### config.mk
export PLATFORM = sky130hd
export DESIGN_NAME = hcb_lane
export DESIGN_NICKNAME = d
export VERILOG_FILES = /design/src/hw/rtl/hcb_pkg.sv /design/src/hw/rtl/hcb_lane.sv
export SDC_FILE = /design/constraint.sdc
export NUM_CORES = 2
export LEC_CHECK = 0
export ABC_AREA = 1
export BUFFER_PORTS_ARGS = -buffer_cell sky130_fd_sc_hd__buf_2
export CORE_MARGIN = 8
export CORE_UTILIZATION = 55
export CTS_BUF_LIST = sky130_fd_sc_hd__clkbuf_8
export CTS_CLUSTER_DIAMETER = 50
export DETAILED_ROUTE_END_ITERATION = 10
export GPL_ROUTABILITY_DRIVEN = 0
export PLACE_DENSITY_LB_ADDON = 0.08
export SETUP_SLACK_MARGIN = 0.2
export SLEW_MARGIN = 10
export SYNTH_ARGS = -nofsm -noshare
export SYNTH_HDL_FRONTEND = slang
export SYNTH_SLANG_ARGS = --single-unit
### constraint.sdc
create_clock -name aclk -period 7.75 [get_ports aclk]
set_input_delay 1.9375 -clock aclk [delete_from_list [all_inputs] [get_ports aclk]]
set_output_delay 1.9375 -clock aclk [all_outputs]
set_load 0.005 [all_outputs]
### src/hw/rtl/hcb_pkg.sv
// ---------------------------------------------------------------------------
// hcb_pkg
// Types, constants and the microcode table of the Hebbian context bias block.
// ---------------------------------------------------------------------------
package hcb_pkg;

    localparam int NUM_SLOTS   = 6;
    localparam int NUM_SENSORS = 5;
    localparam int DATA_W      = 16;
    localparam int THR_W       = 14;
    localparam int LR_W        = 16;
    localparam int CFG_W       = 16;
    localparam int CFG_IDX_W   = 1;
    localparam int MASK_W      = 6;
    localparam int STEP_W      = 3;
    localparam int SUM_W       = 24;
    localparam int S_TDATA_W   = 176;
    localparam int M_TDATA_W   = 104;

    localparam logic [THR_W-1:0] THR_RESET = 14'd2458;
    localparam logic [LR_W-1:0]  LR_RESET  = 16'd197;

    typedef enum logic [CFG_IDX_W-1:0] {
        CFG_SENSOR_THRESHOLD = 1'b0,
        CFG_LEARN_RATE       = 1'b1
    } hcb_cfg_idx_t;

    // Product selected for the lane multiplier in one step.
    typedef enum logic [2:0] {
        MUL_NONE,
        MUL_PP,   // weight * weight
        MUL_ES,   // error * sensor
        MUL_LA,   // learn_rate * a
        MUL_AF,   // (learn_rate * a) * f
        MUL_PS    // new weight * sensor
    } hcb_mul_t;

    // Jump condition: when true the sequencer jumps to the target step.
    typedef enum logic [1:0] {
        JC_NEVER,
        JC_NO_INPUT,
        JC_OUT_BUSY
    } hcb_jc_t;

    typedef struct packed {
        hcb_mul_t          mul_sel;
        logic              ld_f;
        logic              ld_a;
        logic              ld_p;
        logic              ld_out;
        hcb_jc_t           cond;
        logic [STEP_W-1:0] target;
    } hcb_uword_t;

    // Control bundle from the sequencer to each lane.
    typedef struct packed {
        logic     go;
        hcb_mul_t mul_sel;
        logic     ld_f;
        logic     ld_a;
        logic     ld_p;
    } hcb_ctrl_t;

    // Microprogram. Step 0 waits for an input transfer and squares the
    // weight as it takes one, step 7 waits for room in the output register;
    // the counter then wraps to step 0.
    function automatic hcb_uword_t ucode(input logic [STEP_W-1:0] step);
        hcb_uword_t uw;
        uw.mul_sel = MUL_NONE;
        uw.ld_f    = 1'b0;
        uw.ld_a    = 1'b0;
        uw.ld_p    = 1'b0;
        uw.ld_out  = 1'b0;
        uw.cond    = JC_NEVER;
        uw.target  = step;
        case (step)
            3'd0: begin
                uw.mul_sel = MUL_PP;
                uw.cond    = JC_NO_INPUT;
            end
            3'd1: begin
                uw.ld_f    = 1'b1;
                uw.mul_sel = MUL_ES;
            end
            3'd2: begin
                uw.ld_a    = 1'b1;
            end
            3'd3: begin
                uw.mul_sel = MUL_LA;
            end
            3'd4: begin
                uw.mul_sel = MUL_AF;
            end
            3'd5: begin
                uw.ld_p = 1'b1;
            end
            3'd6: begin
                uw.mul_sel = MUL_PS;
            end
            3'd7: begin
                uw.ld_out = 1'b1;
                uw.cond   = JC_OUT_BUSY;
            end
            default: begin
                uw.cond = JC_NEVER;
            end
        endcase
        return uw;
    endfunction

    // Motors 0 and 1 share sensor 0; motor i above that uses sensor i-1.
    function automatic int sensor_of(input int motor);
        return (motor < 2) ? 0 : motor - 1;
    endfunction

    function automatic logic signed [DATA_W-1:0] sat16(input logic signed [SUM_W-1:0] x);
        logic signed [DATA_W-1:0] y;
        if (x > SUM_W'(32767)) begin
            y = 16'sh7fff;
        end else if (x < -SUM_W'(32768)) begin
            y = 16'sh8000;
        end else begin
            y = x[DATA_W-1:0];
        end
        return y;
    endfunction

endpackage

### src/hw/rtl/hcb_lane.sv
// ---------------------------------------------------------------------------
// hcb_lane
// One motor's datapath: weight register, one shared multiplier, rounding.
// ---------------------------------------------------------------------------
module hcb_lane import hcb_pkg::*; (
    input  logic                     aclk,
    input  logic                     aresetn,
    input  hcb_ctrl_t                ctrl,
    input  logic signed [DATA_W-1:0] err,
    input  logic signed [DATA_W-1:0] sens,
    input  logic [LR_W-1:0]          learn_rate,
    output logic signed [DATA_W-1:0] hebb_out
);

    localparam int OPA_W  = 35;
    localparam int OPB_W  = 18;
    localparam int PROD_W = OPA_W + OPB_W;

    localparam logic signed [PROD_W-1:0] HALF14 = PROD_W'(8192);
    localparam logic signed [PROD_W-1:0] HALF30 = PROD_W'(536870912);
    localparam logic signed [PROD_W-1:0] ONE_Q14 = PROD_W'(16384);

    logic signed [DATA_W-1:0] p_reg;
    logic signed [OPB_W-1:0]  f_reg;
    logic signed [OPB_W-1:0]  a_reg;
    logic signed [PROD_W-1:0] prod_reg;

    logic signed [OPA_W-1:0]  opa;
    logic signed [OPB_W-1:0]  opb;
    logic signed [PROD_W-1:0] prod_next;
    logic signed [PROD_W-1:0] sum14;
    logic signed [PROD_W-1:0] sum30;
    logic signed [PROD_W-1:0] rnd14;
    logic signed [PROD_W-1:0] rnd30;
    logic signed [SUM_W-1:0]  upd_sum;
    logic signed [DATA_W-1:0] p_next;

    always_comb begin
        case (ctrl.mul_sel)
            MUL_PP: begin
                opa = OPA_W'(p_reg);
                opb = OPB_W'(p_reg);
            end
            MUL_ES: begin
                opa = OPA_W'(err);
                opb = OPB_W'(sens);
            end
            MUL_LA: begin
                opa = OPA_W'(a_reg);
                opb = $signed({2'b00, learn_rate});
            end
            MUL_AF: begin
                opa = prod_reg[OPA_W-1:0];
                opb = f_reg;
            end
            MUL_PS: begin
                opa = OPA_W'(p_reg);
                opb = OPB_W'(sens);
            end
            default: begin
                opa = '0;
                opb = '0;
            end
        endcase
    end

    assign prod_next = opa * opb;

    // Round half up: add half an LSB, then arithmetic shift.
    assign sum14   = prod_reg + HALF14;
    assign sum30   = prod_reg + HALF30;
    assign rnd14   = sum14 >>> 14;
    assign rnd30   = sum30 >>> 30;
    assign upd_sum = SUM_W'(p_reg) + $signed(rnd30[SUM_W-1:0]);
    assign p_next  = sat16(upd_sum);

    assign hebb_out = sat16($signed(rnd14[SUM_W-1:0]));

    always_ff @(posedge aclk) begin
        if (!aresetn) begin
            p_reg <= '0;
        end else if (ctrl.go && ctrl.ld_p) begin
            p_reg <= p_next;
        end
    end

    always_ff @(posedge aclk) begin
        if (ctrl.go && (ctrl.mul_sel != MUL_NONE)) begin
            prod_reg <= prod_next;
        end
        if (ctrl.go && ctrl.ld_f) begin
            f_reg <= OPB_W'(ONE_Q14 - rnd14);
        end
        if (ctrl.go && ctrl.ld_a) begin
            a_reg <= rnd14[OPB_W-1:0];
        end
    end

endmodule

==> qor.yml <==
status: "complete, but fails checks"
violations: "setup timing"
setup_viol: 34
wl_met3_mm: 11.56
synth_compound_area_frac: 0.05582
finalPower_uw: 17010
grt-ovfl-total: 0
synthCells: 3638
maxSlewHeadroom: 0.4266
clk_path_buf_depth: 2
r2r-start: "p_reg[15]$_SDFFE_PN0P_"
path_clk_slew_ns: 0.13
die_area_um2: 60690
grt_pass1_wl_mm: 158.2
critPathCaptureType: "flip-flop"
setup.worst_path.class: "in2reg"
hold_path_class: "reg2reg"
nets: 4987
whs_ns: 0.6201
hpwl_mm: 84.49
area_growth_pct: 30.45
io_buffers: 72
leakagePower_uw: 0.01876
num_vias: 27180
p_per_area_nw_per_um2: 446.8
h-tree-depth: 3
synth_top_family_by_area: "adder cells"
period_minus_slack_ns: 8.095
wl_met1_mm: 39.13
critical_path.startpoint: "ctrl[3]"
antenna_found_initial: 1
largest_reg_flops: 53
stdcell_count: 4867
routed_wl_mm: 106.3
drive_above_1_share: 0.2737
post-route-period-util: 1.045
synthesis.nets: 4451
cp.arrival_ns: 8.34
fin_ws_ns: -0.3450
ant_nets: 0
fmax_mhz: 123.5
dieWidth_um: 246.4
crit_slowest_cell: "fa_1"
dp_cells: 4748
yosysUniqueCellTypes: 54
syn-cell-area_um2: 29190
yosysWarnings: 0
cts.sinks: 105
final-hold-violation-count: 0
synth_xor_area_frac: 0.03627
fin_skew_ns: 0.02622
num_rows: 84
ys_ff_latch: 105
cts_buffers: 9
remaining_drc_errors: 0
clk_latency_ns: 0.42
ir_worst_vdd_mv: 0.4133
design_area_um2: 38070
cts_root_buf: "clkbuf_8"
highest_layer: "met5"
ioPinCount: 73
seq_area_frac_synth: 0.1025
wl_per_cell_um: 21.85
final_common_cell: "inv_1"
grt_max_degree: 54
dr_wl_met2_mm: 48.46
synth_fa_ha_area_frac: 0.4790
crit_path_max_fanout: 6
fp.dieH_um: 246.4
crit_buf_inv: 16
initial_utilization: 0.5554
dr.pass1.iters: 6
core_area_um2: 52550
place_area_um2: 34640
required_ns: 7.99
worst_pin_slew_ns: 0.8591
drv_slew: 0
cap_violations: 0
rsz0062_at_grt: "true"
grt_usage: 0.3405
viasPerCell: 5.585
synth-main-ff-cell: "edfxtp_1"
initialDrtViolationCount: 2171
grt_pass1_vias: 28500
antenna_cells: 0
startpoint_type: "primary input"
avgSynthCellArea_um2: 8.022
synthSimpleGateAreaFrac: 0.1892
hp-start: "p_reg[1]$_SDFFE_PN0P_"
path_delay_family: "adder cells"
hold_buffers: 0
synth_edf_count: 89
synthMuxAreaShare: 0
synthArstFlopShare: 0
cpPeakStageDelay_ns: 0.56
final_cell_mix: "inv_1 (838), nand2_1 (720), fa_1 (556)"
cts_tree: "built"
## cell families after synthesis
logic type	Yosys count
flip-flops	105
XOR/XNOR	120
adder cells (fa/ha/maj)	756
AND/OR/NAND/NOR	1360
AO/OA/AOI/OAI	260
buffers and inverters	1037
## per-layer routing
metal	GRT usage	up-vias
met5	0	-
met4	0.1656	2
met3	0.06335	419
met2	0.5515	1592
met1	0.4384	13400
li1	-	11760
## tightest hold or removal path, stage by stage, from the launching register on
cell and delay [ns]:
dfxtp_1 0.36, o21ai_0 0.18, nor2_1 0.05
## final cells by class
type | count | area, um^2
Sequential cell | 105 | 2993
Timing Repair Buffer | 624 | 5767
Fill cell | 3883 | 14480
Tap cell | 688 | 860.8
Inverter | 937 | 3696
Clock inverter | 7 | 81.33
Multi-Input combinational cell | 2496 | 24540
Clock buffer | 9 | 123.9
Timing Repair inverter | 1 | 7.507
## report_power, final
part           internal, uW  switching [uW]
sequential             1120             242
clock                   130             238
combinational          6710            8570
total                  7960            9050
## metrics by stage
step,utilization,setup TNS (ns),worst slack [ns]
2_1_floorplan,-,-0.2297,-0.04924
3_3_place_gp,0.6592,-23.34,-0.9543
6_report,0.7245,-7.298,-0.3450
3_5_place_dp,0.6592,-26.90,-1.029
5_1_grt,0.7245,-11.97,-0.5231
4_1_cts,0.6941,-2.204,-0.1926
## worst paths after layout
| path | cells past startpoint | slack (ns) | end |
|---|---|---|---|
| setup / recovery | 32 | -0.34 | prod_reg[29]$_DFFE_PP_ |
| hold / removal | 2 | 0.62 | p_reg[1]$_SDFFE_PN0P_ |
| setup reg to reg | 30 | 0.87 | prod_reg[52]$_DFFE_PP_ |
| hold reg to reg | 2 | 0.62 | p_reg[1]$_SDFFE_PN0P_ |
## cell usage after synthesis, types with 3 or more instances
library cell / instances / area [um^2]
xor2_1: 75 / 656.9
nor3_1: 22 / 110.1
a22oi_1: 15 / 112.6
a21o_1: 14 / 105.1
edfxtp_1: 89 / 2673
nand3_1: 62 / 310.3
dfxtp_1: 16 / 320.3
inv_1: 907 / 3405
nor3_2: 7 / 70.07
clkinv_1: 7 / 26.28
nand2_2: 7 / 43.79
ha_1: 154 / 1927
a22o_1: 11 / 96.34
a31oi_1: 11 / 68.82
nand2_1: 773 / 2902
nand3_2: 7 / 70.07
clkbuf_1: 21 / 78.83
a21oi_1: 106 / 530.5
xnor2_1: 44 / 385.4
a221oi_2: 12 / 180.2
nor2_4: 4 / 45.04
nor2_1: 425 / 1595
fa_1: 602 / 12050
buf_4: 4 / 30.03
and3_1: 12 / 75.07
nor2_2: 6 / 37.54
o21a_1: 3 / 22.52
buf_1: 3 / 11.26
inv_2: 23 / 86.33
a211oi_1: 3 / 22.52
o21ai_0: 62 / 310.3
a21boi_0: 5 / 37.54
o21bai_1: 7 / 52.55
buf_2: 70 / 350.3
nand4_1: 25 / 156.4
## what timing repair did
item / 4_1_cts / 5_1_grt
setup buffers: 51 / 40
gates resized for setup: 291 / 275
pin swaps: 88 / 109
endpoints found under the setup margin: 39 / 40
gates cloned: 6 / 6
(Power assumes the default switching activity.)
